===== config.mk =====
export PLATFORM = sky130hd
export DESIGN_NAME = mvs_queue
export DESIGN_NICKNAME = d
export VERILOG_FILES = /design/src/mean_variance_stddev_unit_defines.svh /design/src/mvs_queue.sv
export SDC_FILE = /design/constraint.sdc
export NUM_CORES = 1
export LEC_CHECK = 0
export BUFFER_PORTS_ARGS = -buffer_cell sky130_fd_sc_hd__buf_2
export CORE_MARGIN = 1.5
export CORE_UTILIZATION = 25
export CTS_CLUSTER_DIAMETER = 100
export DETAILED_ROUTE_END_ITERATION = 10
export GPL_TIMING_DRIVEN = 0
export PLACE_DENSITY = 0.48
export SYNTH_ARGS = -nofsm -noshare
export SYNTH_HDL_FRONTEND = slang
export SYNTH_SLANG_ARGS = --single-unit

===== constraint.sdc =====
create_clock -name clk -period 3.2 [get_ports clk]
set_input_delay 0 -clock clk [delete_from_list [all_inputs] [get_ports clk]]
set_output_delay 0 -clock clk [all_outputs]
set_load 0.05 [all_outputs]

===== src/mean_variance_stddev_unit_defines.svh =====
// ----------------------------------------------------------------------------
// Assertion macros for the mean / variance / standard deviation unit
// Concurrent checks that vanish when SYNTH is defined.
// ----------------------------------------------------------------------------
`ifndef MEAN_VARIANCE_STDDEV_UNIT_DEFINES_SVH
`define MEAN_VARIANCE_STDDEV_UNIT_DEFINES_SVH

`ifndef SYNTH
// same-cycle implication
`define MVS_ASSERT_IMP(lbl, ck, rs, ante, cons) \
  lbl: assert property (@(posedge ck) disable iff (rs) (ante) |-> (cons)) \
    else $error("same-cycle check failed");
// next-cycle implication
`define MVS_ASSERT_NXT(lbl, ck, rs, ante, cons) \
  lbl: assert property (@(posedge ck) disable iff (rs) (ante) |=> (cons)) \
    else $error("next-cycle check failed");
`else
`define MVS_ASSERT_IMP(lbl, ck, rs, ante, cons)
`define MVS_ASSERT_NXT(lbl, ck, rs, ante, cons)
`endif

`endif


===== src/mvs_queue.sv =====
// ----------------------------------------------------------------------------
// mvs_queue
// Two-entry job queue between the front and the back end.
// ----------------------------------------------------------------------------
module mvs_queue #(
  parameter int WIDTH = 8
) (
  input  logic             clk,
  input  logic             rst,
  input  logic             push,
  input  logic [WIDTH-1:0] push_data,
  output logic             full,
  input  logic             pop,
  output logic [WIDTH-1:0] pop_data,
  output logic             empty
);
  logic [WIDTH-1:0] entry [2];
  logic             wptr;
  logic             rptr;
  logic [1:0]       fill;

  assign full     = fill == 2'd2;
  assign empty    = fill == 2'd0;
  assign pop_data = entry[rptr];

  always_ff @(posedge clk) begin
    if (push && !full) begin
      entry[wptr] <= push_data;
    end
  end

  always_ff @(posedge clk) begin
    if (rst) begin
      wptr <= 1'b0;
      rptr <= 1'b0;
      fill <= 2'd0;
    end else begin
      if (push && !full) begin
        wptr <= ~wptr;
      end
      if (pop && !empty) begin
        rptr <= ~rptr;
      end
      fill <= fill + 2'((push && !full) ? 1 : 0) - 2'((pop && !empty) ? 1 : 0);
    end
  end
endmodule


==> results of run 1 <==
==> worst paths after layout <==
path         endpoint  slack, ns     from
min reg2reg      wptr       0.50     wptr
min              wptr       0.08     push
max           fill[1]       1.65  fill[1]
max reg2reg   fill[1]       1.65  fill[1]
==> synth_stat cells <==
library cell and number:
a21oi_1 1, and2_1 1, and3_2 1, buf_2 1, dfxtp_1 5, edfxtp_1 16
ha_1 2, inv_1 3, inv_2 1, mux2_1 5, mux2_2 3, nand2_1 1
nand2b_2 1, nor2_1 4, nor2b_1 1, nor3_1 1, o21a_2 1, o21ai_0 1
or3_1 1, xnor2_1 1, xor2_1 1
==> critical path, cell delays in order, from the launching register on <==
cell and delay (ns):
dfxtp_1 0.37, o21a_2 0.24, ha_1 0.27, inv_1 0.03, ha_1 0.17, xor2_1 0.15
and2_1 0.15, nor3_1 0.10
==> power breakdown <==
group | internal, W | total, W | switching [W]
logic | 0.000121 | 0.000398 | 0.000277
registers | 0.000352 | 0.000374 | 0.0000222
clock network | 0.0000465 | 0.000122 | 0.0000754
==> layer usage <==
metal	GRT usage (%)	vias up	share of wire [%]	routed length (um)
li1	-	252	-	-
met1	8.93	241	45	589
met2	13.5	15	49	641
met3	1.95	0	5.5	71
met4	3.81	0	0	0
met5	0	-	0	0
==> state kept, by name, summed over array words and instances (netlist names), named ones only <==
name / flops
entry: 16
wptr: 1
rptr: 1
fill: 2
==> cell type report <==
class                   instances  area (um^2)  area share [%]
plain buffers                   1         5.00           0.460
clock buffers                   3         22.5            2.07
clock inverters                 1         5.00           0.460
inverters                       4         15.0            1.38
multi-input cells              26          210            19.3
flip-flops and latches         21          581            53.3
well taps                      44         55.1            5.06
repair buffers                 30          195            17.9
==> cell families (layout without fill, tap and decap cells) <==
kind of cell	Yosys count	after routing
buffers and inverters	5	39
xor gates and xnor gates	2	2
adders and majority gates	2	2
AOI/OAI and AO/OA	3	3
and+or+nand+nor	11	11
DFF	21	21
muxes	8	8
==> metrics by stage <==
stage | instance area, um^2 | worst slack, ns | utilization (%) | power (W) | hold WS (ns)
finish | 1090 | 1.65 | 35.4 | 0.000894 | 0.0834
global route | 1090 | 1.53 | 35.4 | 0.000946 | 0.0938
CTS | 1090 | 1.63 | 35.4 | 0.000911 | 0.0795
detailed placement | 971 | 1.65 | 31.5 | 0.000778 | 0.195
global placement | 971 | 1.67 | 31.5 | 0.000770 | 0.193
floorplan | 811 | 1.72 | - | 0.000693 | 0.0691
==> placed cells by master (no fill, tap or decap), drive strengths merged <==
cell type | netlist | layout
a21oi | 1 | 1
and2 | 1 | 1
and3 | 1 | 1
buf | 1 | 22
clkbuf | 0 | 3
clkinv | 0 | 1
dfxtp | 5 | 5
dlygate4sd3 | 0 | 9
edfxtp | 16 | 16
ha | 2 | 2
inv | 4 | 4
mux2 | 8 | 8
nand2 | 1 | 1
nand2b | 1 | 1
nor2 | 4 | 4
nor2b | 1 | 1
nor3 | 1 | 1
o21a | 1 | 1
o21ai | 1 | 1
or3 | 1 | 1
xnor2 | 1 | 1
xor2 | 1 | 1
==> repair_timing <==
action                                 4_1_cts  5_1_grt
buffers inserted                             0        0
gates resized for setup                      0        0
hold buffers                                 9        0
endpoints found under the hold margin       21        0
==> run_results.csv, run 1 <==
group,metric,value,unit
status,status,"complete, no violations",
synthesis,synth_xor_area_share,2.16,%
worst_setup_path,arrival,1.78,ns
route,drtIter0Drc,3,
synthesis,synth_seq_cells,21,
clocking,clk_latency,0.29,ns
synthesis,yosys_warnings,0,
synthesis,synth.area.mux_share,11.1,%
sta,worst_pin_slew,0.336,ns
final_layout,n_fill_cell,304,
floorplan,die_x,60.0,um
floorplan,dieHeight,60.0,um
final_layout,stdcell_count,130,
grt,grt_usage,7.83,%
sta,setup_viol,0,
pwr,p_per_area,821,nW/um^2
clocking,path_clk_slew,0.11,ns
placement,gp_congestion,0.612,
route,antenna_left,0,
synthesis,avgSynthCellArea,15.6,um^2
clocking,clock-sinks,21,
final_layout,drive_gt1_share,38.4,%
synthesis,synth_top_family_by_area,"multiplexers",
synthesis,synthAdderAreaFrac,3.09,%
sta,fin_skew,0.00589,ns
clocking,cts_buffers,3,
grt,antenna_found_initial,0,
floorplan,ios,22,
sta,period_share,48.5,%
final_layout,syn_to_final_growth,34.3,%
floorplan,rows,20,
grt,grt_max_degree,13,
synthesis,synth_cell_types,21,
placement,portBuffers,21,
grt,grt_pass1_wl,2000,um
synthesis,synth.area.top_cells,"edfxtp_1 (59%), dfxtp_1 (12%), mux2_1 (6.9%)",
sta,fmax,0.645,GHz
min_path,min_path_type,"in -> reg",
floorplan,start_util,26.3,%
route,wl,1300,um
clocking,cts_max_level,1,
route,avgRoutedWirePerCell,10.0,um
clocking,clockBufferDepth,2,
sta,hold_viol_final,0,
synthesis,synth_compound_area_share,2.31,%
synthesis,yosysSeqAreaShare,71.6,%
final_layout,antenna_cells,0,
synthesis,synth_area,811,um^2
worst_setup_path,critPathKind,"reg -> reg",
route,detail_route.vias_per_cell,3.91,
job,maxCapViolCount,0,
min_path,hold_depth,4,
synthesis,synth_top_area_share,59.3,%
worst_setup_path,ff2ff_path_depth,7,
floorplan,dieArea,3590,um^2
worst_setup_path,crit_required,3.43,ns
pwr,ir_drop,0.000367,V
sta,setup_tns,0,ns
synthesis,synthesis.nets,66,
clocking,cts-root-buf,"clkbuf_4",
placement,dp.cells,117,
pwr,power.leakage,0.448,nW
worst_setup_path,endpoint_kind,"register",
floorplan,coreArea,3080,um^2
synthesis,synth-simple-area-share,7.25,%
sta,post-route-min-period,1.55,ns
route,drcViolationCount,0,
route,dr.pass1.iters,2,
sta,rsz0062_at_grt,"no",
grt,grt_pass1_vias,503,
grt,grt_overflow,0,
sta,slew_headroom,77.6,%
worst_setup_path,cp_max_fo,5,
clocking,cts_tree,"done",
final_layout,nNetsFinal,101,
synthesis,yosysTopAreaCell,"edfxtp_1",
worst_setup_path,start_kind,"register",
sta,maxSlewViolCount,0,
synthesis,synthCells,52,
route,vias,508,
No activity file was read; power rests on OpenSTA's default activity.
==> inputs of run 2 (changes only) <==
- PLACE_DENSITY: 0.48 -> 0.5
- clock period: 3.2 -> 1.4 ns (I/O delays scaled with it)
==> run 2 against run 1 <==
- the flow now finishes with violations (setup timing)
- power increased by 150%
- cell area increased by 6.4%
- die area unchanged
- worst hold slack improved by 0.036 ns
- utilization increased by 2.3 points
- wire length increased by 3.8%
- final cell count increased by 1.5%
- fmax increased by 5.8%
- sequential cell count unchanged
- global-route usage increased by 0.37 points
- worst setup slack got worse by 1.7 ns
==> run_results.csv, run 2 (synthesis gave the netlist of run 1 again) <==
group,metric,value,unit
clocking,cts_buffers,3,
route,highest_layer,"met3",
sta,slew_headroom,83.6,%
route,vias,512,
floorplan,dieHeight,60.0,um
sta,period_share,105,%
grt,antenna_found_initial,0,
floorplan,rows,20,
final_layout,largest_reg_flops,16,
final_layout,syn_to_final_growth,42.9,%
final_layout,fin_area,1160,um^2
placement,gp_congestion,0.672,
route,met2_length,654,um
sta,maxSlewViolCount,0,
final_layout,multiInputGateArea,249,um^2
worst_setup_path,cp_max_fo,5,
pwr,power.leakage,0.459,nW
pwr,intPower,0.00129,W
clocking,clock-sinks,21,
worst_setup_path,regToRegSetupSlack,-0.07,ns
final_layout,final_common_cell,"buf_2",
final_layout,stdcell_count,132,
pwr,p_seq_share,39.3,%
route,route.met3.wl,65,um
min_path,min_path_type,"in -> reg",
clocking,cts_max_level,1,
floorplan,coreArea,3080,um^2
placement,placed_area,973,um^2
route,drcViolationCount,0,
placement,place_ws,-0.113,ns
grt,grt_pass1_wl,2090,um
final_layout,largest-register,"entry",
pwr,switching_share,41.6,%
grt,grt_usage,8.20,%
grt,grt_pass1_vias,488,
sta,rsz0062_at_grt,"yes",
route,avgRoutedWirePerCell,10.2,um
final_layout,drive_gt1_share,48.9,%
clocking,path_clk_slew,0.12,ns
sta,fin_hold_ws,0.120,ns
status,violations,"setup timing",
worst_setup_path,endpoint_kind,"register",
route,wl,1350,um
floorplan,start_util,26.3,%
worst_setup_path,ff2ff_path_depth,7,
sta,fmax,0.682,GHz
min_path,hold_depth,4,
final_layout,top_regs,"entry: 16 flops, fill: 2 flops",
worst_setup_path,crit_required,1.61,ns
worst_setup_path,start_kind,"register",
pwr,p_clk_share,12.9,%
sta,worst_pin_slew,0.247,ns
sta,final_critical_path_setup_slack,-0.0669,ns
floorplan,die_x,60.0,um
final_layout,n_fill_cell,312,
floorplan,dieArea,3590,um^2
job,maxCapViolCount,0,
clocking,cts-root-buf,"clkbuf_4",
route,drtIter0Drc,19,
sta,fin_skew,0.00616,ns
sta,hold_viol_final,0,
sta,post-route-min-period,1.47,ns
final_layout,antenna_cells,0,
floorplan,ios,22,
placement,dp.cells,117,
final_layout,final_cell_mix,"buf_2 (20), edfxtp_1 (16), dlygate4sd3_1 (9)",
route,dr.pass1.iters,2,
final_layout,regArea,586,um^2
grt,grt_max_degree,13,
pwr,switching_power,0.000920,W
final_layout,nNetsFinal,103,
status,status,"finished with violations",
grt,grt_overflow,0,
clocking,clockBufferDepth,2,
pwr,combPwrFrac,47.8,%
route,detail_route.vias_per_cell,3.88,
pwr,ir_drop,0.000962,V
route,antenna_left,0,
worst_setup_path,critPathKind,"reg -> reg",
clocking,cts_tree,"done",
sta,setup_viol,1,
clocking,clk_latency,0.30,ns
worst_setup_path,arrival,1.67,ns
placement,portBuffers,21,
route,wl_met1,630,um
pwr,fin_total_pwr,0.00221,W
pwr,p_per_area,1910,nW/um^2
[run 2: cell count changes in the layout (fill, tap and decap cells not counted), sizes merged]
cell,change
buf,+2
[run 2: timing repair]
| action | 4_1_cts | 5_1_grt |
|---|---|---|
| setup buffers | 2 | 0 |
| endpoints found under the hold margin | 21 | 0 |
| cloned | 0 | 0 |
| hold buffers | 9 | 0 |
| endpoints found under the setup margin | 9 | 9 |
| resized for setup | 7 | 6 |
| pin swaps | 3 | 2 |
[run 2: critical path, cell delays in order, from the launching register on]
cell and delay (ns):
dfxtp_4 0.38, o21a_4 0.21, ha_4 0.26, inv_2 0.04, ha_4 0.14, xor2_1 0.15
and2_1 0.16, nor3_2 0.04
[run 2: stage by stage]
step | util [%] | TNS [ns]
2_1_floorplan | - | -0.0603
3_3_place_gp | 31.6 | -0.112
3_5_place_dp | 31.6 | -0.113
4_1_cts | 37.1 | -0.129
5_1_grt | 37.6 | -0.120
6_report | 37.6 | -0.0669
[run 2: power by group through the flow]
stage                     registers (W)  clock network (W)  logic [W]
after global placement         0.000871                  0   0.000898
after CTS                      0.000867           0.000299    0.00103
after global routing           0.000882           0.000338    0.00114
after floorplan                0.000862                  0   0.000729
final                          0.000870           0.000287    0.00106
after detailed placement       0.000876                  0   0.000904
[run 2: routing by layer]
| metal | vias to the layer above | global-route usage [%] |
|---|---|---|
| li1 | 257 | - |
| met1 | 240 | 9.78 |
| met2 | 15 | 13.8 |
| met3 | 0 | 2.60 |
| met4 | 0 | 2.86 |
| met5 | - | 0 |
[run 2: area by class of cell]
cell class	count	share of cell area [%]
sequential	21	50.5
clock buffer	3	1.94
multi-input combinational	26	21.5
timing repair buffer	32	18.4
tap	44	4.75
buffer	1	0.972
inverter	4	1.51
clock inverter	1	0.432
[run 2: path summary, 6_finish.rpt]
check	startpoint	endpoint
max	fill[1]	fill[1]
min	push	wptr
max reg2reg	fill[1]	fill[1]
min reg2reg	wptr	wptr
