File: src/mean_variance_stddev_unit_defines.svh
// ----------------------------------------------------------------------------
// Assertion macros for the mean / variance / standard deviation unit
// Concurrent checks that vanish when SYNTH is defined.
// ----------------------------------------------------------------------------
`ifndef MEAN_VARIANCE_STDDEV_UNIT_DEFINES_SVH
`define MEAN_VARIANCE_STDDEV_UNIT_DEFINES_SVH

`ifndef SYNTH
// same-cycle implication
`define MVS_ASSERT_IMP(lbl, ck, rs, ante, cons) \
  lbl: assert property (@(posedge ck) disable iff (rs) (ante) |-> (cons)) \
    else $error("same-cycle check failed");
// next-cycle implication
`define MVS_ASSERT_NXT(lbl, ck, rs, ante, cons) \
  lbl: assert property (@(posedge ck) disable iff (rs) (ante) |=> (cons)) \
    else $error("next-cycle check failed");
`else
`define MVS_ASSERT_IMP(lbl, ck, rs, ante, cons)
`define MVS_ASSERT_NXT(lbl, ck, rs, ante, cons)
`endif

`endif

File: src/mvs_pkg.sv
// ----------------------------------------------------------------------------
// mvs_pkg
// Shared types and constants of the mean / variance / standard deviation unit.
// ----------------------------------------------------------------------------
package mvs_pkg;

  localparam int MEAN_W   = 24;
  localparam int SSD_W    = 56;
  localparam int VAR_W    = 48;
  localparam int STD_W    = 24;
  localparam int ICNT_W   = 9;
  localparam int STATUS_W = 2;

  // product difference n*sum(x^2) - sum^2 wraps at 64 bits
  localparam int DNUM_W = 64;
  // dividend of the shared divider: a Q.16 scaled difference
  localparam int NUM_W  = DNUM_W + 16;

  localparam logic [STATUS_W-1:0] STATUS_OK     = 2'd0;
  localparam logic [STATUS_W-1:0] STATUS_SINGLE = 2'd1;
  localparam logic [STATUS_W-1:0] STATUS_DROP   = 2'd2;

  typedef enum logic [2:0] {
    BK_IDLE,
    BK_SQ,
    BK_MUL,
    BK_DMEAN,
    BK_DSSD,
    BK_DVAR,
    BK_SQRT,
    BK_OUT
  } bk_state_t;

endpackage

File: src/mvs_channels.sv


interface mvs_out_if;
  import mvs_pkg::*;
  logic                       valid;
  logic                       ready;
  logic signed [MEAN_W-1:0]   mean_q8;
  logic        [SSD_W-1:0]    sum_sq_dev_q16;
  logic        [VAR_W-1:0]    variance_q16;
  logic        [STD_W-1:0]    std_dev_q8;
  logic        [ICNT_W-1:0]   item_count;
  logic        [STATUS_W-1:0] status;
  modport source (output valid, output mean_q8, output sum_sq_dev_q16, output variance_q16,
                  output std_dev_q8, output item_count, output status, input ready);
  modport sink   (input valid, input mean_q8, input sum_sq_dev_q16, input variance_q16,
                  input std_dev_q8, input item_count, input status, output ready);
endinterface

File: src/mvs_div.sv
// ----------------------------------------------------------------------------
// mvs_div
// Restoring unsigned divider, one quotient bit per cycle.
// ----------------------------------------------------------------------------
module mvs_div #(
  parameter int NW = 80,
  parameter int DW = 18
) (
  input  logic          clk,
  input  logic          rst,
  input  logic          start,
  input  logic [NW-1:0] num,
  input  logic [DW-1:0] den,
  output logic          busy,
  output logic          done,
  output logic [NW-1:0] quot
);
  localparam int CW = $clog2(NW);

  logic [NW-1:0] q;
  logic [DW-1:0] rem;
  logic [DW-1:0] dreg;
  logic [CW-1:0] cnt;
  logic [DW:0]   rem_sh;
  logic [DW:0]   diff;

  assign quot   = q;
  assign rem_sh = {rem, q[NW-1]};
  assign diff   = rem_sh - {1'b0, dreg};

  always_ff @(posedge clk) begin
    if (start) begin
      q    <= num;
      rem  <= '0;
      dreg <= den;
      cnt  <= '0;
    end else if (busy) begin
      cnt <= cnt + CW'(1);
      if (!diff[DW]) begin
        rem <= diff[DW-1:0];
        q   <= {q[NW-2:0], 1'b1};
      end else begin
        rem <= rem_sh[DW-1:0];
        q   <= {q[NW-2:0], 1'b0};
      end
    end
  end

  always_ff @(posedge clk) begin
    if (rst) begin
      busy <= 1'b0;
      done <= 1'b0;
    end else begin
      done <= 1'b0;
      if (start) begin
        busy <= 1'b1;
      end else if (busy && cnt == CW'(NW - 1)) begin
        busy <= 1'b0;
        done <= 1'b1;
      end
    end
  end
endmodule

File: src/mvs_back.sv
// ----------------------------------------------------------------------------
// mvs_back
// Run one closed set: square pass, products, divisions, root, result word.
// ----------------------------------------------------------------------------
`include "mean_variance_stddev_unit_defines.svh"

module mvs_back #(
  parameter int MAX_ITEMS   = 256,
  parameter int SAMPLE_BITS = 16,
  parameter int CNT_W       = 9,
  parameter int SUM_W       = 24,
  parameter int JOB_W       = 35
) (
  input  logic                         clk,
  input  logic                         rst,
  input  logic [JOB_W-1:0]             job_data,
  input  logic                         job_empty,
  output logic                         job_pop,
  output logic                         ram_re,
  output logic [$clog2(MAX_ITEMS)-1:0] ram_raddr,
  input  logic [SAMPLE_BITS-1:0]       ram_rdata,
  output logic                         store_free,
  mvs_out_if.source                    results
);
  import mvs_pkg::*;

  localparam int DEN_W = 2 * CNT_W;
  localparam int SQ_W  = 2 * SAMPLE_BITS;

  bk_state_t state, state_next;

  logic [CNT_W-1:0]         n;
  logic signed [SUM_W-1:0]  s;
  logic                     mode;
  logic                     ovf;
  logic [CNT_W-1:0]         issue_cnt;
  logic                     v1;
  logic                     v2;
  logic signed [SQ_W-1:0]   sq;
  logic [DNUM_W-1:0]        sumsq;
  logic [DNUM_W-1:0]        mul_a;
  logic [SUM_W-1:0]         mul_b;
  logic                     mul_sel;
  logic [DNUM_W-1:0]        prod;
  logic [DNUM_W-1:0]        dnum;
  logic signed [MEAN_W-1:0] mean_r;
  logic [SSD_W-1:0]         ssd_r;
  logic [VAR_W-1:0]         var_r;
  logic [STD_W-1:0]         std_r;
  logic [STATUS_W-1:0]      status_r;
  logic [VAR_W-1:0]         rt_v;
  logic [VAR_W-1:0]         rt_res;
  logic [VAR_W-1:0]         rt_bit;

  logic [SUM_W-1:0]  as;
  logic              var_path;
  logic              div_start;
  logic [NUM_W-1:0]  div_num;
  logic [DEN_W-1:0]  div_den;
  logic              div_busy;
  logic              div_done;
  logic [NUM_W-1:0]  div_q;
  logic [VAR_W:0]    rt_try;
  logic [VAR_W-1:0]  var_sat;

  assign as       = s[SUM_W-1] ? SUM_W'(-s) : SUM_W'(s);
  assign var_path = mode || (n >= CNT_W'(2));
  assign rt_try   = {1'b0, rt_res} + {1'b0, rt_bit};
  assign var_sat  = (|div_q[NUM_W-1:VAR_W]) ? '1 : div_q[VAR_W-1:0];

  mvs_div #(.NW(NUM_W), .DW(DEN_W)) u_div (
    .clk   (clk),
    .rst   (rst),
    .start (div_start),
    .num   (div_num),
    .den   (div_den),
    .busy  (div_busy),
    .done  (div_done),
    .quot  (div_q)
  );

  always_ff @(posedge clk) begin
    if (rst) begin
      state <= BK_IDLE;
    end else begin
      state <= state_next;
    end
  end

  always_comb begin
    state_next = state;
    job_pop    = 1'b0;
    ram_re     = 1'b0;
    store_free = 1'b0;
    div_start  = 1'b0;
    div_num    = '0;
    div_den    = '0;
    unique case (state)
      BK_IDLE: begin
        if (!job_empty) begin
          job_pop    = 1'b1;
          state_next = BK_SQ;
        end
      end
      BK_SQ: begin
        ram_re = issue_cnt < n;
        if (!ram_re && !v1 && !v2) begin
          store_free = 1'b1;
          state_next = BK_MUL;
        end
      end
      BK_MUL: begin
        if (mul_b == '0 && mul_sel) begin
          div_start  = 1'b1;
          div_num    = NUM_W'(as) << 8;
          div_den    = DEN_W'(n);
          state_next = BK_DMEAN;
        end
      end
      BK_DMEAN: begin
        if (div_done) begin
          div_start  = 1'b1;
          div_num    = NUM_W'(dnum) << 16;
          div_den    = DEN_W'(n);
          state_next = BK_DSSD;
        end
      end
      BK_DSSD: begin
        if (div_done) begin
          if (var_path) begin
            div_start  = 1'b1;
            div_num    = NUM_W'(dnum) << 16;
            div_den    = DEN_W'(n) * DEN_W'(mode ? n : n - CNT_W'(1));
            state_next = BK_DVAR;
          end else begin
            state_next = BK_SQRT;
          end
        end
      end
      BK_DVAR: begin
        if (div_done) begin
          state_next = BK_SQRT;
        end
      end
      BK_SQRT: begin
        if (rt_bit == '0) begin
          state_next = BK_OUT;
        end
      end
      BK_OUT: begin
        if (results.ready) begin
          state_next = BK_IDLE;
        end
      end
      default: state_next = BK_IDLE;
    endcase
  end

  assign ram_raddr = issue_cnt[$clog2(MAX_ITEMS)-1:0];

  always_ff @(posedge clk) begin
    case (state)
      BK_IDLE: begin
        {mode, ovf, s, n} <= job_data;
        issue_cnt <= '0;
        v1        <= 1'b0;
        v2        <= 1'b0;
        sumsq     <= '0;
      end
      BK_SQ: begin
        v1 <= ram_re;
        v2 <= v1;
        if (ram_re) begin
          issue_cnt <= issue_cnt + CNT_W'(1);
        end
        if (v1) begin
          sq <= $signed(ram_rdata) * $signed(ram_rdata);
        end
        if (v2) begin
          sumsq <= sumsq + DNUM_W'(unsigned'(sq));
        end
        if (store_free) begin
          mul_a   <= sumsq;
          mul_b   <= SUM_W'(n);
          prod    <= '0;
          mul_sel <= 1'b0;
        end
      end
      BK_MUL: begin
        // shift-add, one multiplier bit a cycle
        if (mul_b != '0) begin
          if (mul_b[0]) begin
            prod <= prod + mul_a;
          end
          mul_a <= mul_a << 1;
          mul_b <= mul_b >> 1;
        end else if (!mul_sel) begin
          dnum    <= prod;
          mul_a   <= DNUM_W'(as);
          mul_b   <= as;
          prod    <= '0;
          mul_sel <= 1'b1;
        end else begin
          dnum <= dnum - prod;
        end
      end
      BK_DMEAN: begin
        if (div_done) begin
          if (s[SUM_W-1]) begin
            mean_r <= (div_q > NUM_W'(1 << (MEAN_W - 1)))
                      ? {1'b1, {(MEAN_W-1){1'b0}}} : -div_q[MEAN_W-1:0];
          end else begin
            mean_r <= (div_q > NUM_W'((1 << (MEAN_W - 1)) - 1))
                      ? {1'b0, {(MEAN_W-1){1'b1}}} : div_q[MEAN_W-1:0];
          end
        end
      end
      BK_DSSD: begin
        if (div_done) begin
          ssd_r    <= (|div_q[NUM_W-1:SSD_W]) ? '1 : div_q[SSD_W-1:0];
          status_r <= ovf ? STATUS_DROP : (var_path ? STATUS_OK : STATUS_SINGLE);
          if (!var_path) begin
            var_r  <= '0;
            rt_v   <= '0;
            rt_res <= '0;
            rt_bit <= VAR_W'(1) << (VAR_W - 2);
          end
        end
      end
      BK_DVAR: begin
        if (div_done) begin
          var_r  <= var_sat;
          rt_v   <= var_sat;
          rt_res <= '0;
          rt_bit <= VAR_W'(1) << (VAR_W - 2);
        end
      end
      BK_SQRT: begin
        // digit-by-digit root, two radicand bits a cycle
        if (rt_bit != '0) begin
          if ({1'b0, rt_v} >= rt_try) begin
            rt_v   <= rt_v - rt_try[VAR_W-1:0];
            rt_res <= (rt_res >> 1) + rt_bit;
          end else begin
            rt_res <= rt_res >> 1;
          end
          rt_bit <= rt_bit >> 2;
        end else begin
          std_r <= rt_res[STD_W-1:0];
        end
      end
      default: begin
      end
    endcase
  end

  assign results.valid          = state == BK_OUT;
  assign results.mean_q8        = mean_r;
  assign results.sum_sq_dev_q16 = ssd_r;
  assign results.variance_q16   = var_r;
  assign results.std_dev_q8     = std_r;
  assign results.item_count     = ICNT_W'(n);
  assign results.status         = status_r;

  `MVS_ASSERT_IMP(a_div_idle_on_start, clk, rst, div_start, !div_busy)
  `MVS_ASSERT_IMP(a_pass_drained, clk, rst, v2 || v1, state == BK_SQ)
  `MVS_ASSERT_NXT(a_result_held, clk, rst, results.valid && !results.ready, results.valid && $stable(mean_r) && $stable(var_r))
endmodule

File: src/flat_wrapper.sv
// flat-port wrapper written by rule: the top's interface ports become plain ports
module mvs_back_flat import mvs_pkg::*;
#(
  parameter int MAX_ITEMS   = 256,
  parameter int SAMPLE_BITS = 16,
  parameter int CNT_W       = 9,
  parameter int SUM_W       = 24,
  parameter int JOB_W       = 35
)
  (clk, rst, job_data, job_empty, job_pop, ram_re, ram_raddr, ram_rdata, store_free, results_valid, results_mean_q8, results_sum_sq_dev_q16, results_variance_q16, results_std_dev_q8, results_item_count, results_status, results_ready);
  mvs_out_if results_i ();
  input  logic clk;
  input  logic rst;
  input  logic [JOB_W-1:0] job_data;
  input  logic job_empty;
  output logic job_pop;
  output logic ram_re;
  output logic [$clog2(MAX_ITEMS)-1:0] ram_raddr;
  input  logic [SAMPLE_BITS-1:0] ram_rdata;
  output logic store_free;
  output wire logic [$bits(results_i.valid)-1:0] results_valid;
  output wire logic [$bits(results_i.mean_q8)-1:0] results_mean_q8;
  output wire logic [$bits(results_i.sum_sq_dev_q16)-1:0] results_sum_sq_dev_q16;
  output wire logic [$bits(results_i.variance_q16)-1:0] results_variance_q16;
  output wire logic [$bits(results_i.std_dev_q8)-1:0] results_std_dev_q8;
  output wire logic [$bits(results_i.item_count)-1:0] results_item_count;
  output wire logic [$bits(results_i.status)-1:0] results_status;
  input wire logic [$bits(results_i.ready)-1:0] results_ready;
  assign results_valid = results_i.valid;
  assign results_mean_q8 = results_i.mean_q8;
  assign results_sum_sq_dev_q16 = results_i.sum_sq_dev_q16;
  assign results_variance_q16 = results_i.variance_q16;
  assign results_std_dev_q8 = results_i.std_dev_q8;
  assign results_item_count = results_i.item_count;
  assign results_status = results_i.status;
  assign results_i.ready = results_ready;
  mvs_back #(.MAX_ITEMS(MAX_ITEMS), .SAMPLE_BITS(SAMPLE_BITS), .CNT_W(CNT_W), .SUM_W(SUM_W), .JOB_W(JOB_W)) u_core (.clk(clk), .rst(rst), .job_data(job_data), .job_empty(job_empty), .job_pop(job_pop), .ram_re(ram_re), .ram_raddr(ram_raddr), .ram_rdata(ram_rdata), .store_free(store_free), .results(results_i));
endmodule
File: config.mk
export PLATFORM = sky130hd
export DESIGN_NAME = mvs_back_flat
export DESIGN_NICKNAME = d
export VERILOG_FILES = /design/src/mvs_pkg.sv /design/src/mvs_channels.sv /design/src/mvs_div.sv /design/src/mvs_back.sv /design/src/flat_wrapper.sv
export VERILOG_INCLUDE_DIRS = /design/src /design/src/src
export SDC_FILE = /design/constraint.sdc
export NUM_CORES = 2
export LEC_CHECK = 0
export ABC_CLOCK_PERIOD_IN_PS = 19700
export BUFFER_PORTS_ARGS = -buffer_cell sky130_fd_sc_hd__buf_2
export CORE_AREA = 4 4 312 314
export DETAILED_ROUTE_END_ITERATION = 10
export DIE_AREA = 0 0 316 318
export GPL_TIMING_DRIVEN = 1
export PLACE_DENSITY = 0.87
export SLEW_MARGIN = 40
export SYNTH_ARGS = -nofsm -noshare
export SYNTH_HDL_FRONTEND = slang
export SYNTH_SLANG_ARGS = --single-unit
File: constraint.sdc
create_clock -name clk -period 19.7 [get_ports clk]
set_clock_uncertainty 0.2 [all_clocks]
set_input_delay 1.97 -clock clk [delete_from_list [all_inputs] [get_ports clk]]
set_output_delay 1.97 -clock clk [all_outputs]
set_load 0.1 [all_outputs]
==> impl_metrics.ini <==
[run_status]
run_status = finished, final reports clean

[layout]
multiInputGateArea_sq_mm = 0.0326
layout.core_utilization_pct = 66.7
seqCellArea_sq_mm = 0.0225
fillers = 6948
antenna_fix_cells = 0
layout-drive-gt1-share_pct = 7.85
final_net_count = 6767
area.growth.synth_to_final_pct = 8.51
final_cell_area_excluding_filler_cells_sq_mm = 0.0631

[power_and_ir_drop]
report.power.total_w = 0.0115
worst_voltage_drop_across_the_vdd_grid_mv = 0.329
power.density_mw_per_mm2 = 182
power.static_leakage_nw = 26.4

[critical_path]
crit_fanout = 20
startpoint_type_of_the_worst_setup_path = input port
cp_common_cell = sky130_fd_sc_hd__inv_1
worst-path-buf-inv = 8
critPathCapture = u_core.sq[30]
critical_path_required_ps = 19880
critical_path.endpoint_type = flip-flop
timing.critical_path.slowest_stage_cell = sky130_fd_sc_hd__fa_1
timing_worst_setup_path_type = in2reg
critical-path-top-delay-family = adder cells
critical_path.max_stage_delay_ps = 530
r2r-start = u_core.results.item_count[1]
critical_path.reg2reg.endpoint = u_core.u_div.dreg[16]
rrSetupSlack_ps = 12560
cp_data_arrival_time_ps = 8770
crit_start = ram_rdata[1]
timing.critical_path.depth = 26
reg2regPathDepth = 25

[cts]
maximum_buffer_depth_of_the_clock_tree = 3
clk-insertion-delay-late_ps = 650
clock_sinks = 760
clockRootBuffer = sky130_fd_sc_hd__clkbuf_16
cts_tree = done
holdBufCountCts = 0
cts_htree_levels = 3
cts_resized = 0
cts_setup_buffers = 0
cts_made_buffers = 78
clk_pin_slew_worst_paths_ps = 60

[logic_synthesis]
synth.most_common_cell = sky130_fd_sc_hd__edfxtp_1
synth-adder-area-share_pct = 19.6
simple_gate_portion_of_the_synthesized_area_pct = 14.2
synth.yosys.warnings = 0
combinational_family_with_the_most_area_after_synthesis = adder cells
synth.yosys.seq_area_share_pct = 38.7
synth.area.mux_share_pct = 0.538
synth.largest_area_cell = sky130_fd_sc_hd__edfxtp_1
synth_enable_flop_cells = 730
synth_area_leaders = sky130_fd_sc_hd__edfxtp_1, sky130_fd_sc_hd__fa_1, sky130_fd_sc_hd__ha_1
syn-mean-instance-area_sq_um = 9.92
synth_compound_area_share_pct = 15.6
yosysTopAreaCellShare_pct = 37.7
postSynth.topFlopCell = sky130_fd_sc_hd__edfxtp_1
synth_cell_type_count = 96
synthesis.instances = 5861
synth-xor-area-share_pct = 5.63
synth_seq_cells = 760
ys_async_sr_fraction_pct = 0
ys_top_cells_by_count = sky130_fd_sc_hd__edfxtp_1, sky130_fd_sc_hd__inv_1, sky130_fd_sc_hd__nand2_1
syn-cell-area_sq_mm = 0.0582

[floorplan]
core_ar_sq_mm = 0.0946
floorplan.initialDensity_pct = 61.5
boundaryPins = 230
num_rows = 113
design.die.area_sq_mm = 0.100
die_y_microns = 318
die-width_microns = 316

[sta]
tightestPinTransition_ps = 864
finalMaxSlewViolations = 0
fin_setup_tns_ps = 0
period_needed_ps = 8580
timing.final.crit_share_pct = 43.6
timing.final.ws_setup_ps = 11120
timing.final.hold_violations = 0
number_of_endpoints_failing_setup_at_the_final_stage = 0
max_freq_mhz = 117
relative_slew_slack_pct = 42.4
rsz0062_at_grt = no

[place]
place.port_buffers = 229
gp_congestion = 0.969
preCtsSetupSlack_ps = 10530
place_area_sq_mm = 0.0604
hpwlAfterDp_microns = 110000

[drt]
detail_route.vias_per_cell = 6.21
wirelength_microns = 147000
drt_iter0_drc = 4962
drc = 0
detailroute.via_count = 45415
count_of_nets_left_with_antenna_violations_after_detail_routing = 0
dr.pass1.iters = 8
drt-wirelength-per-cell_microns = 20.0

[run]
drv.max_cap_violation_count = 0

[grt]
largest_net_degree_at_the_start_of_global_routing = 98
wire_length_of_the_first_global_routing_pass_microns = 234000
globalRouteOverflowTotal = 0
antenna_found_initial = 4
first_global_vias = 44073
track_usage_pct = 28.7

[worst_hold_path]
min-delay-path-class = reg2reg
cell usage in the layout, fill, tap and decap left out, types with 71 or more instances in the layout:
cell,count
sky130_fd_sc_hd__a21oi_1,317
sky130_fd_sc_hd__xnor2_1,222
sky130_fd_sc_hd__and2_1,86
sky130_fd_sc_hd__fa_1,319
sky130_fd_sc_hd__inv_1,607
sky130_fd_sc_hd__o21ai_0,317
sky130_fd_sc_hd__nand2_1,543
sky130_fd_sc_hd__buf_2,229
sky130_fd_sc_hd__nor2_1,435
sky130_fd_sc_hd__or3_1,83
sky130_fd_sc_hd__a21o_1,197
sky130_fd_sc_hd__nand3_1,119
sky130_fd_sc_hd__clkbuf_16,79
sky130_fd_sc_hd__xor2_1,152
sky130_fd_sc_hd__a31oi_1,71
sky130_fd_sc_hd__and3_1,78
sky130_fd_sc_hd__o21a_1,80
sky130_fd_sc_hd__ha_1,402
sky130_fd_sc_hd__edfxtp_1,730
flip-flops by register name, summed over array words and instances, names as in the netlist, 31 cells and up:
register and count:
u_core.dnum 64, u_core.mul_a 64, u_core.prod 64, u_core.results.sum_sq_dev_q16 56
u_core.results.variance_q16 48, u_core.rt_res 48, u_core.rt_v 48, u_core.sq 31
u_core.sumsq 64, u_core.u_div.quot 80
per-layer routing:
layer | part of all wire (%) | vias up | GRT usage (%) | routed length (microns)
met1 | 41 | 21866 | 39.8 | 60200
met2 | 46 | 2203 | 46.3 | 68000
met3 | 9.0 | 378 | 4.44 | 13100
met5 | 0.027 | - | 0 | 40
li1 | - | 20962 | - | -
met4 | 3.6 | 6 | 9.68 | 5200
how the worst min path moves through the flow:
stage	from	to	slack, ps	depth (start not counted)
6_report	u_core.ovf	u_core.results.status[1]	250	0
5_1_grt	u_core.ovf	u_core.results.status[1]	280	0
4_1_cts	u_core.ovf	u_core.results.status[1]	250	0
3_5_place_dp	u_core.ovf	u_core.results.status[1]	240	0
3_3_place_gp	u_core.ovf	u_core.results.status[1]	230	0
2_1_floorplan	u_core.ovf	u_core.results.status[1]	230	0
per-stage QoR:
step                hold WS, ps  cells
floorplan                   227   5877
global placement            234   7176
detailed placement          237   7176
CTS                         252   7319
global route                276   7319
finish                      254   7319
area by class of cell:
class	instances	area share (%)
clock buffers	93	3.22
flip-flops and latches	760	35.7
inverters	616	3.67
repair buffers	266	2.30
well taps	1265	2.51
clock inverters	50	0.980
multi-input cells	4269	51.6
logic make-up (layout without fill, tap and decap cells):
group                      count (synthesis)  after routing
muxes                                     31             31
and+or+nand+nor                         1730           1730
AOI/OAI and AO/OA                       1395           1395
buffers and inverters                    848           1025
other                                      2             18
xor gates and xnor gates                 374            374
adders and majority gates                721            721
DFF                                      760            760
report_power, final:
| group | leakage [nW] | internal [W] | switching (W) |
|---|---|---|---|
| registers | 6.67 | 0.00233 | 0.000244 |
| logic | 18.5 | 0.00300 | 0.00436 |
| clock network | 1.28 | 0.000913 | 0.000654 |
| total | 26.4 | 0.00625 | 0.00525 |
No activity file was read; power rests on OpenSTA's default activity.
