## config.mk

```make
export PLATFORM = sky130hd
export DESIGN_NAME = mvs_front_flat
export DESIGN_NICKNAME = d
export VERILOG_FILES = /design/src/mvs_pkg.sv /design/src/mvs_channels.sv /design/src/mvs_front.sv /design/src/flat_wrapper.sv
export VERILOG_INCLUDE_DIRS = /design/src /design/src/src
export SDC_FILE = /design/constraint.sdc
export NUM_CORES = 1
export LEC_CHECK = 0
export ABC_CLOCK_PERIOD_IN_PS = 6400
export BUFFER_PORTS_ARGS = -buffer_cell sky130_fd_sc_hd__buf_2
export CAP_MARGIN = 20
export CELL_PAD_IN_SITES_DETAIL_PLACEMENT = 1
export CELL_PAD_IN_SITES_GLOBAL_PLACEMENT = 2
export CORE_MARGIN = 2
export CORE_UTILIZATION = 33
export CTS_BUF_LIST = sky130_fd_sc_hd__clkbuf_8
export CTS_CLUSTER_DIAMETER = 40
export DETAILED_ROUTE_END_ITERATION = 8
export GPL_ROUTABILITY_DRIVEN = 0
export PLACE_DENSITY_LB_ADDON = 0.1
export SLEW_MARGIN = 20
export SYNTH_ARGS = -nofsm -noshare
export SYNTH_HDL_FRONTEND = slang
export SYNTH_SLANG_ARGS = --single-unit
export TNS_END_PERCENT = 50
```

## constraint.sdc

```tcl
create_clock -name clk -period 6.4 [get_ports clk]
set_clock_uncertainty 0.1 [all_clocks]
set_input_delay 0.64 -clock clk [delete_from_list [all_inputs] [get_ports clk]]
set_output_delay 0.64 -clock clk [all_outputs]
set_load 0.1 [all_outputs]
```

## src/mean_variance_stddev_unit_defines.svh

```systemverilog
// ----------------------------------------------------------------------------
// Assertion macros for the mean / variance / standard deviation unit
// Concurrent checks that vanish when SYNTH is defined.
// ----------------------------------------------------------------------------
`ifndef MEAN_VARIANCE_STDDEV_UNIT_DEFINES_SVH
`define MEAN_VARIANCE_STDDEV_UNIT_DEFINES_SVH

`ifndef SYNTH
// same-cycle implication
`define MVS_ASSERT_IMP(lbl, ck, rs, ante, cons) \
  lbl: assert property (@(posedge ck) disable iff (rs) (ante) |-> (cons)) \
    else $error("same-cycle check failed");
// next-cycle implication
`define MVS_ASSERT_NXT(lbl, ck, rs, ante, cons) \
  lbl: assert property (@(posedge ck) disable iff (rs) (ante) |=> (cons)) \
    else $error("next-cycle check failed");
`else
`define MVS_ASSERT_IMP(lbl, ck, rs, ante, cons)
`define MVS_ASSERT_NXT(lbl, ck, rs, ante, cons)
`endif

`endif

```

## src/mvs_pkg.sv

```systemverilog
// ----------------------------------------------------------------------------
// mvs_pkg
// Shared types and constants of the mean / variance / standard deviation unit.
// ----------------------------------------------------------------------------
package mvs_pkg;

  localparam int MEAN_W   = 24;
  localparam int SSD_W    = 56;
  localparam int VAR_W    = 48;
  localparam int STD_W    = 24;
  localparam int ICNT_W   = 9;
  localparam int STATUS_W = 2;

  // product difference n*sum(x^2) - sum^2 wraps at 64 bits
  localparam int DNUM_W = 64;
  // dividend of the shared divider: a Q.16 scaled difference
  localparam int NUM_W  = DNUM_W + 16;

  localparam logic [STATUS_W-1:0] STATUS_OK     = 2'd0;
  localparam logic [STATUS_W-1:0] STATUS_SINGLE = 2'd1;
  localparam logic [STATUS_W-1:0] STATUS_DROP   = 2'd2;

  typedef enum logic [2:0] {
    BK_IDLE,
    BK_SQ,
    BK_MUL,
    BK_DMEAN,
    BK_DSSD,
    BK_DVAR,
    BK_SQRT,
    BK_OUT
  } bk_state_t;

endpackage

```

## src/mvs_channels.sv

```systemverilog
// ----------------------------------------------------------------------------
// mvs channels
// Valid/ready channels for samples, configuration and results.
// ----------------------------------------------------------------------------
interface mvs_in_if #(parameter int SAMPLE_BITS = 16);
  logic                          valid;
  logic                          ready;
  logic signed [SAMPLE_BITS-1:0] sample;
  logic                          last;
  modport source (output valid, output sample, output last, input ready);
  modport sink   (input valid, input sample, input last, output ready);
endinterface

interface mvs_cfg_if;
  logic valid;
  logic ready;
  logic population_mode;
  modport source (output valid, output population_mode, input ready);
  modport sink   (input valid, input population_mode, output ready);
endinterface


```

## src/mvs_front.sv

```systemverilog
// ----------------------------------------------------------------------------
// mvs_front
// Take samples, store them, keep count and sum; close a set into a job.
// ----------------------------------------------------------------------------
`include "mean_variance_stddev_unit_defines.svh"

module mvs_front #(
  parameter int MAX_ITEMS   = 256,
  parameter int SAMPLE_BITS = 16,
  parameter int CNT_W       = 9,
  parameter int SUM_W       = 24,
  parameter int JOB_W       = 35
) (
  input  logic                             clk,
  input  logic                             rst,
  mvs_in_if.sink                           samples,
  mvs_cfg_if.sink                          cfg,
  output logic                             ram_we,
  output logic [$clog2(MAX_ITEMS)-1:0]     ram_waddr,
  output logic [SAMPLE_BITS-1:0]           ram_wdata,
  output logic                             job_push,
  output logic [JOB_W-1:0]                 job_data,
  input  logic                             job_full,
  input  logic                             store_free
);
  import mvs_pkg::*;

  logic                    population_mode;
  logic [CNT_W-1:0]        count;
  logic signed [SUM_W-1:0] running_sum;
  logic                    overflow_seen;
  logic                    hold;

  logic                    acc;
  logic                    full;
  logic [CNT_W-1:0]        count_next;
  logic signed [SUM_W-1:0] sum_next;
  logic                    ovf_next;

  assign cfg.ready     = 1'b1;
  assign samples.ready = !hold && !job_full;
  assign acc           = samples.valid && samples.ready;
  assign full          = count == CNT_W'(MAX_ITEMS);

  assign ram_we    = acc && !full;
  assign ram_waddr = count[$clog2(MAX_ITEMS)-1:0];
  assign ram_wdata = samples.sample;

  always_comb begin
    count_next = full ? count : count + CNT_W'(1);
    sum_next   = full ? running_sum : running_sum + SUM_W'(samples.sample);
    ovf_next   = overflow_seen || full;
  end

  assign job_push = acc && samples.last;
  assign job_data = {population_mode, ovf_next, sum_next, count_next};

  always_ff @(posedge clk) begin
    if (rst) begin
      population_mode <= 1'b0;
      count           <= '0;
      running_sum     <= '0;
      overflow_seen   <= 1'b0;
      hold            <= 1'b0;
    end else begin
      if (cfg.valid) begin
        population_mode <= cfg.population_mode;
      end
      if (acc) begin
        if (samples.last) begin
          count         <= '0;
          running_sum   <= '0;
          overflow_seen <= 1'b0;
          hold          <= 1'b1;
        end else begin
          count         <= count_next;
          running_sum   <= sum_next;
          overflow_seen <= ovf_next;
        end
      end else if (store_free) begin
        hold <= 1'b0;
      end
    end
  end

  `MVS_ASSERT_NXT(a_close_holds, clk, rst, acc && samples.last, hold)
  `MVS_ASSERT_IMP(a_hold_blocks, clk, rst, hold, !samples.ready)
  `MVS_ASSERT_IMP(a_write_in_range, clk, rst, ram_we, count < CNT_W'(MAX_ITEMS))
endmodule

```

## src/flat_wrapper.sv

```systemverilog
// flat-port wrapper written by rule: the top's interface ports become plain ports
module mvs_front_flat import mvs_pkg::*;
#(
  parameter int MAX_ITEMS   = 256,
  parameter int SAMPLE_BITS = 16,
  parameter int CNT_W       = 9,
  parameter int SUM_W       = 24,
  parameter int JOB_W       = 35
)
  (clk, rst, ram_we, ram_waddr, ram_wdata, job_push, job_data, job_full, store_free, samples_valid, samples_sample, samples_last, samples_ready, cfg_valid, cfg_population_mode, cfg_ready);
  mvs_in_if #(.SAMPLE_BITS(SAMPLE_BITS)) samples_i ();
  mvs_cfg_if cfg_i ();
  input  logic clk;
  input  logic rst;
  output logic ram_we;
  output logic [$clog2(MAX_ITEMS)-1:0] ram_waddr;
  output logic [SAMPLE_BITS-1:0] ram_wdata;
  output logic job_push;
  output logic [JOB_W-1:0] job_data;
  input  logic job_full;
  input  logic store_free;
  input wire logic [$bits(samples_i.valid)-1:0] samples_valid;
  input wire logic [$bits(samples_i.sample)-1:0] samples_sample;
  input wire logic [$bits(samples_i.last)-1:0] samples_last;
  output wire logic [$bits(samples_i.ready)-1:0] samples_ready;
  input wire logic [$bits(cfg_i.valid)-1:0] cfg_valid;
  input wire logic [$bits(cfg_i.population_mode)-1:0] cfg_population_mode;
  output wire logic [$bits(cfg_i.ready)-1:0] cfg_ready;
  assign samples_i.valid = samples_valid;
  assign samples_i.sample = samples_sample;
  assign samples_i.last = samples_last;
  assign samples_ready = samples_i.ready;
  assign cfg_i.valid = cfg_valid;
  assign cfg_i.population_mode = cfg_population_mode;
  assign cfg_ready = cfg_i.ready;
  mvs_front #(.MAX_ITEMS(MAX_ITEMS), .SAMPLE_BITS(SAMPLE_BITS), .CNT_W(CNT_W), .SUM_W(SUM_W), .JOB_W(JOB_W)) u_core (.clk(clk), .rst(rst), .samples(samples_i), .cfg(cfg_i), .ram_we(ram_we), .ram_waddr(ram_waddr), .ram_wdata(ram_wdata), .job_push(job_push), .job_data(job_data), .job_full(job_full), .store_free(store_free));
endmodule
```

==> reports/results.ini, run 1 <==
[clocking]
htree_levels=2
cts_tree=done
clkTransAtPathRegs_ns=0.09
holdBufCountCts=0
cts.sinks=36
post_cts_buffers=0
cts_buffers=5
cts-root-buf=clkbuf_8
clockBufferDepth=2
cts_resized=0
insertion_delay_ns=0.30

[hold_path]
holdPathEnd=u_core.population_mode
hold_depth=2
min-delay-start=u_core.population_mode
hp-class=reg2reg

[logic_synthesis]
synth-seq-cells=36
ys.flop_type=dfxtp_1
synth_nets=471
synth.avg_cell_area_um2=7.73
synthCells=421
yosysWarningCount=0
synth_edf_count=0
synthArstFlopShare_pct=0
seq_area_frac_synth_pct=22.1
netlist_area_um2=3260
yosys.cell_types.count=57

[sta]
max_freq_mhz=235
rsz0062_at_grt=false
finalCriticalPeriod_ns=4.25
hold_viol=0
slew_viol_final=0
tns_ns=0
worstMarginPinSlew_ns=1.02
setup_violations=0
relSlewSlack_pct=31.2
period_share_pct=66.4
fin_ws_ns=2.15

[pwr]
p_comb_share_pct=45.8
clkPwrFrac_pct=25.7
powerDensity_nw_per_um2=224
leakagePower_nw=1.73
swShare_pct=48.7
p_seq_share_pct=28.5
ir_drop_mv=0.0812
internal_power_uw=426
switching_power_uw=405

[detailed_routing]
wl_per_cell_um=16.2
vias=3151
drtIter0Drc=65
first_pass_iters=4
final_antenna_net_count=0
wirelength_mm=9.71
routed_via_density=5.24
drc=0

[die]
num_rows=36
start_util_pct=33.6
core_area_um2=9680
fp.dieH_um=103
ios=87
dieArea_um2=10700
die_w_um=103

[worst_setup_path]
r2r_cells=9
path_cells=buf_2 > ha_1 > and2_1 > and4_1 > nand4_1 > o21ai_0 > nor2_2 > o21a_1 > a211oi_1 > buf_2
critPathMostFrequentCell=buf_2
r2r-end=u_core.running_sum[16]
path_class=in2out
worst-path-max-fanout=16
cp.arrival_ns=3.51
crit_path_end_kind=output pin
rrSetupSlack_ns=3.43
reg2reg_from=u_core.count[0]
critPathLaunchType=input port
required_ns=5.66
critPathMaxStageDelay_ns=0.53
slowest_stage=ha_1

[grt]
grt_pass1_vias=3096
grt_busiest_layer=met2
grt_max_degree=26
antenna_found_initial=0
grtUsageTotal_pct=18.9
use_met1_pct=27.0
grt-ovfl-total=0
met2_usage_pct=30.3
grt_first_pass_wirelength_mm=15.8
grtUsageMet3_pct=2.76

[place]
place_inst=593
dp_hpwl_mm=7.39
numPortBuffers=85
place_ws_ns=2.19

[finish]
final_cell_mix=buf_2, nand2_1, nor2_1, dfxtp_1, a21oi_1
syn2layout_area_growth_pct=13.8
nets=517
antenna_cells=0
final_common_cell=buf_2
drive_gt1_share_pct=25.0
final_cells=601

[job]
maxCapViolations=0

[status]
status=finished, final reports clean

==> state kept, by name (all words and copies together) (netlist names) <==
signal / flops
u_core.running_sum: 24
u_core.count: 9
u_core.hold: 1
u_core.overflow_seen: 1
u_core.population_mode: 1
==> area by class of cell <==
class	count	area, um^2
Sequential cell	36	721
Tap cell	133	166
Multi-Input combinational cell	326	2220
Clock buffer	5	68.8
Clock inverter	3	42.5
Timing Repair Buffer	89	455
Inverter	9	33.8
Fill cell	1228	5980
==> logic make-up after synthesis <==
family / Yosys count / share of synthesized area, %
compound gates: 126 / 25.7
xor+xnor: 22 / 5.92
fa+ha+maj: 26 / 10.2
buf+inv: 59 / 10.2
flops: 36 / 22.1
mux: 15 / 5.11
other cells: 1 / 0.115
simple gates: 136 / 20.6
==> power groups by stage <==
stage          Combinational, mW  Sequential, mW  Clock [mW]
2_1_floorplan              0.328           0.240           0
6_report                   0.381           0.237       0.213
5_1_grt                    0.403           0.238       0.233
3_3_place_gp               0.380           0.242           0
4_1_cts                    0.383           0.237       0.225
3_5_place_dp               0.382           0.242           0
==> synth_stat cells, types with 11 or more instances <==
cell type	number	share of area, %
nand2_1	44	5.1
ha_1	25	9.6
clkbuf_1	16	1.8
a22oi_1	13	3.0
dfxtp_1	36	22
a21oi_1	34	5.2
xnor2_1	17	4.6
a22o_1	11	3.0
buf_4	27	6.2
o21ai_0	24	3.7
nor2_1	36	4.2
==> through the flow <==
step,util [%],hold WS (ns),area [um^2],total power [mW]
after detailed placement,37.1,0.387,3590,0.624
final,38.3,0.401,3710,0.831
after floorplan,-,0.357,3260,0.569
after CTS,38.3,0.410,3710,0.845
after global placement,37.1,0.372,3590,0.621
after global routing,38.3,0.433,3710,0.874
==> worst max path at each step <==
stage | cells after the start | slack, ns | from | end
floorplan | 9 | 1.29 | samples_sample[15] | job_data[32]
global placement | 10 | 2.24 | samples_sample[15] | job_data[32]
detailed placement | 10 | 2.19 | samples_sample[15] | job_data[32]
CTS | 10 | 2.19 | samples_sample[15] | job_data[32]
global route | 10 | 2.03 | samples_sample[15] | job_data[32]
finish | 10 | 2.15 | samples_sample[15] | job_data[32]
==> worst max-delay path, delay by kind of cell <==
kind,cells,cell delay (ns)
adder cells (fa/ha/maj),1,0.53
AND/OR/NAND/NOR,4,0.85
AO/OA/AOI/OAI,3,0.82
buffers and inverters,2,0.67
==> routing by layer <==
| layer | wire, um | vias up |
|---|---|---|
| met2 | 4400 | 57 |
| met1 | 4900 | 1508 |
| li1 | - | 1581 |
| met4 | 86 | 0 |
| met5 | 0 | - |
| met3 | 322 | 5 |
No activity file was read; power rests on OpenSTA's default activity.
==> inputs of run 2 (changes only) <==
ABC_CLOCK_PERIOD_IN_PS = 4200   (was 6400)
CORE_UTILIZATION = 31   (was 33)
clock period = 4.2 ns   (was 6.4 ns; I/O delays follow)
==> run 2 against run 1 <==
Sequential share of layout area fell by 0.078 points. Worst hold slack got worse by 0.15 ns. First-iteration DRC count rose by 35%. Sequential power rose by 52%. Critical path type is now reg2out.
==> reports/results.ini, run 2 (synthesized netlist as in run 1, its figures left out) <==
[status]
status=finished, final reports clean

[detailed_routing]
drc=0
vias=3144
wl_per_cell_um=15.9
wirelength_mm=9.60
drtIter0Drc=88
final_antenna_net_count=0
first_pass_iters=4
routed_via_density=5.20

[clocking]
cts_buffers=5
holdBufCountCts=0
cts.sinks=36
cts-root-buf=clkbuf_8
post_cts_buffers=0
insertion_delay_ns=0.30
clockBufferDepth=2
cts_resized=0
clkTransAtPathRegs_ns=0.08
htree_levels=2
cts_tree=done

[die]
fp.dieH_um=106
num_rows=37
start_util_pct=31.7
dieArea_um2=11300
die_w_um=106
ios=87
core_area_um2=10300

[finish]
largest_reg_flops=24
nets=518
reg_top3=u_core.running_sum: 24 flops, u_core.count: 9 flops
final.fill_count=1305
final_cell_mix=buf_2, nand2_1, dfxtp_1
finish.utilization_pct=36.2
drive_gt1_share_pct=25.4
final_common_cell=buf_2
syn2layout_area_growth_pct=14.3
antenna_cells=0
regMostFlops=u_core.running_sum

[grt]
grt_max_degree=26
grtUsageTotal_pct=17.6
antenna_found_initial=0
grt_first_pass_wirelength_mm=16.0
grt-ovfl-total=0
grt_pass1_vias=3042

[sta]
setup_violations=0
slew_viol_final=0
holdWs_ns=0.254
rsz0062_at_grt=false
relSlewSlack_pct=33.1
worstMarginPinSlew_ns=0.997
max_freq_mhz=273
fin_ws_ns=0.534
period_share_pct=87.3
finalCriticalPeriod_ns=3.67
hold_viol=0

[pwr]
ir_drop_mv=0.138
power_mw=1.26
powerDensity_nw_per_um2=338
leakagePower_nw=1.74

[worst_setup_path]
required_ns=3.68
critPathMaxStageDelay_ns=0.50
worst-path-max-fanout=3
worst-path-stages=10
crit_path_end_kind=output pin
reg2reg_from=u_core.running_sum[0]
slowest_stage=or4_4
path_buf_inv=1
cp.arrival_ns=3.15
crit_family=compound AO/OA/AOI/OAI gates
path_class=reg2out
startpoint=u_core.running_sum[0]
path_cells=ha_1 > fa_1 > a211oi_1 > o21a_1 > or4_4 > a31oi_2 > nor2_1 > xnor2_1 > mux2_2 > buf_2
critPathLaunchType=flop
r2r_cells=9

[job]
maxCapViolations=0

[hold_path]
hp-class=in2reg
min-delay-start=cfg_population_mode
hold_depth=3

[place]
place_ws_ns=0.670
numPortBuffers=85
dp_hpwl_mm=7.44

[run 2: cell types whose count changed in the layout (fill, tap and decap cells not counted)]
cell	before	now
buf_4	4	5
nor2_1	36	35
a211oi_2	0	1
a211oi_1	6	5
inv_1	9	10
clkinvlp_4	1	0
nor2_2	1	2
[run 2: path summary, 6_finish.rpt]
path | to | slack, ns
setup / recovery | job_data[27] | 0.53
hold reg to reg | u_core.population_mode | 0.40
hold / removal | u_core.population_mode | 0.25
setup reg to reg | u_core.running_sum[20] | 1.40
[run 2: area by class of cell]
cell class,count,area [um^2],area share (%)
Multi-Input combinational cell,326,2230,59.8
Clock inverter,3,38.8,1.04
Tap cell,136,170,4.57
Timing Repair Buffer,90,463,12.4
Clock buffer,5,68.8,1.85
Inverter,9,33.8,0.908
Sequential cell,36,721,19.4
[run 2: power by group]
| group | switching [mW] | leakage (nW) | total (mW) | internal (mW) |
|---|---|---|---|---|
| sequential | 0.00920 | 0.292 | 0.361 | 0.352 |
| clock | 0.143 | 0.0593 | 0.317 | 0.174 |
| combinational | 0.459 | 1.39 | 0.581 | 0.121 |
| total | 0.611 | 1.74 | 1.26 | 0.647 |
[run 2: worst register-to-register path, delay by kind of cell, from the launching register on]
family	cells	cell delay, ns
AO/OA/AOI/OAI	6	1.53
adder cells (fa/ha/maj)	2	0.66
flip-flops	1	0.34
AND/OR/NAND/NOR	1	0.08
[run 2: metrics by stage]
step | TNS (ns) | cells | instance area, um^2
5_1_grt | 0 | 605 | 3720
6_report | 0 | 605 | 3720
2_1_floorplan | -0.0929 | 421 | 3260
3_5_place_dp | 0 | 597 | 3610
4_1_cts | 0 | 605 | 3720
3_3_place_gp | 0 | 597 | 3610
[run 2: metal layers]
metal	up-vias	part of all wire (%)	track usage, %
li1	1587	-	-
met1	1494	52	25.4
met3	7	3.6	2.82
met4	0	0.91	3.90
met5	-	0	0
met2	56	44	27.4
==> inputs of run 3 (changes only) <==
ABC_AREA = 1   (was unset)
CORE_UTILIZATION = 29   (was 31)
==> run 3 against run 2 <==
Sequential power is essentially flat. Synthesized area grew 18%. Clock power grew 6.6%. Combinational power shrank 3%. Register-to-register slack gained 0.47 ns. Count of clock-buffer cells in the layout is the same. Routed wire length grew 34%. Die area grew 26%. Global-route usage grew 1.4 points. Largest power group unchanged. Highest routed layer unchanged.
==> reports/results.ini, run 3 <==
[detailed_routing]
drc=0
drtIter0Drc=112
drt-met1-wl_mm=6.22
routed-wl-met3_um=425
wirelength_mm=12.9
first_pass_iters=4
routed_via_density=4.65
vias=4112
top_layer=met4
dr_wl_met2_mm=6.08
final_antenna_net_count=0
wl_per_cell_um=14.6

[logic_synthesis]
ys.flop_type=dfxtp_1
synth_edf_count=0
synthArstFlopShare_pct=0
synth-seq-cells=36
yosysTopAreaCell=nand2_1
netlist_top_cells_count=nand2_1, inv_1, nand3_1
seq_area_frac_synth_pct=18.7
synthCells=655
synth.avg_cell_area_um2=5.89
synthMostInstantiatedCell=nand2_1
yosys.cell_types.count=41
synth_top_area_share_pct=22.7
netlist_area_um2=3860
yosysWarningCount=0
synth_nets=705
yosys-top-cells-area=nand2_1, dfxtp_1, inv_1, ha_1, nand3_1

[clocking]
cts_buffers=5
post_cts_buffers=0
cts-root-buf=clkbuf_8
htree_levels=2
clkTransAtPathRegs_ns=0.08
cts_tree=done
clockBufferDepth=2
insertion_delay_ns=0.32
holdBufCountCts=0
cts_resized=0
cts.sinks=36

[die]
ios=87
dieArea_um2=14200
die_w_um=119
fp.dieH_um=119
core_area_um2=13100
num_rows=42
start_util_pct=29.4

[finish]
drive_gt1_share_pct=19.4
multi_input_area_um2=2460
antenna_cells=0
reg_top3=u_core.running_sum: 24 flops, u_core.count: 9 flops
final_cell_mix=nand2_1, inv_1, buf_2
stdcell_area_um2=4340
regMostFlops=u_core.running_sum
nets=757
seq_area_um2=721
final.fill_count=1808
final_common_cell=nand2_1
syn2layout_area_growth_pct=12.5
largest_reg_flops=24

[grt]
grtUsageTotal_pct=19.0
grt_max_degree=39
grt_first_pass_wirelength_mm=21.2
grt-ovfl-total=0
grt_pass1_vias=4240
antenna_found_initial=0

[sta]
relSlewSlack_pct=45.1
hold_viol=0
setup_violations=0
fin_ws_ns=0.968
period_share_pct=76.9
rsz0062_at_grt=false
max_freq_mhz=309
slew_viol_final=0
worstMarginPinSlew_ns=0.824
finalCriticalPeriod_ns=3.23
tns_ns=0

[pwr]
internal_power_uw=633
swShare_pct=49.9
p_seq_share_pct=28.4
p_comb_share_pct=44.8
switching_power_uw=630
leakagePower_nw=2.37
clkPwrFrac_pct=26.8
powerDensity_nw_per_um2=291
ir_drop_mv=0.149

[place]
numPortBuffers=85
placed_area_um2=4230
place_ws_ns=1.09
dp_hpwl_mm=10.2

[worst_setup_path]
crit_family=buffers and inverters
required_ns=3.68
cp.arrival_ns=2.71
critPathLaunchType=flop
path_class=reg2out
path_buf_inv=3
critPathMaxStageDelay_ns=0.57
worst-path-max-fanout=30
path_cells=inv_1 > ha_1 > nand2_1 > nor3_1 > nand2_2 > clkinv_2 > o21ai_2 > buf_2
crit_path_end_kind=output pin
slowest_stage=nand2_2

[hold_path]
hp-class=in2reg

[job]
maxCapViolations=0

[status]
status=finished, final reports clean

[run 3: changes by cell type after synthesis, sizes merged, moves of 10 or more]
cell   before  now
nand2      44  240
inv         9  101
nand3       9   46
o21ai      26    7
a21oi      35   49
a22oi      13    0
a22o       11    0
mux2       10    0
nor2       37   47
or2         0   10
xnor2      17    7
[run 3: path summary, 6_finish.rpt]
check                   from                      to  slack (ns)  cells after the start
min reg2reg  u_core.count[8]         u_core.count[8]        0.39                      2
max          u_core.count[0]            job_data[11]        0.97                      8
min               store_free             u_core.hold        0.18                      2
max reg2reg  u_core.count[0]  u_core.running_sum[15]        1.87                      9
[run 3: routing by layer]
layer / GRT usage (%) / vias to the layer above
met5: 0 / -
met4: 5.66 / 0
met3: 2.97 / 10
met2: 31.8 / 79
met1: 25.1 / 1923
li1: - / 2100
[run 3: cell families after synthesis]
logic type	after synthesis	synth area share (%)
other	1	0.0972
buffers and inverters	144	17.5
muxes	3	0.778
AOI/OAI and AO/OA	59	8.60
adders and majority gates	26	8.63
xor gates and xnor gates	13	3.15
DFF	36	18.7
and+or+nand+nor	373	42.5
[run 3: power by group through the flow]
stage	registers [mW]	clock network (mW)	logic [mW]
finish	0.359	0.338	0.565
global route	0.361	0.374	0.605
detailed placement	0.367	0	0.569
CTS	0.359	0.356	0.570
floorplan	0.364	0	0.479
global placement	0.367	0	0.563
[run 3: cell type report]
| type | count | share of cell area, % |
|---|---|---|
| Timing Repair Buffer | 87 | 10.1 |
| Clock buffer | 5 | 1.59 |
| Inverter | 102 | 8.97 |
| Clock inverter | 3 | 0.894 |
| Multi-Input combinational cell | 475 | 56.7 |
| Tap cell | 176 | 5.07 |
| Sequential cell | 36 | 16.6 |
[run 3: through the flow]
step / power [mW] / util [%] / hold WS [ns] / cells
finish: 1.26 / 33.0 / 0.176 / 884
CTS: 1.29 / 33.0 / 0.155 / 884
floorplan: 0.843 / - / 0.358 / 655
global placement: 0.930 / 32.2 / 0.370 / 876
detailed placement: 0.936 / 32.2 / 0.377 / 876
global route: 1.34 / 33.0 / 0.165 / 884
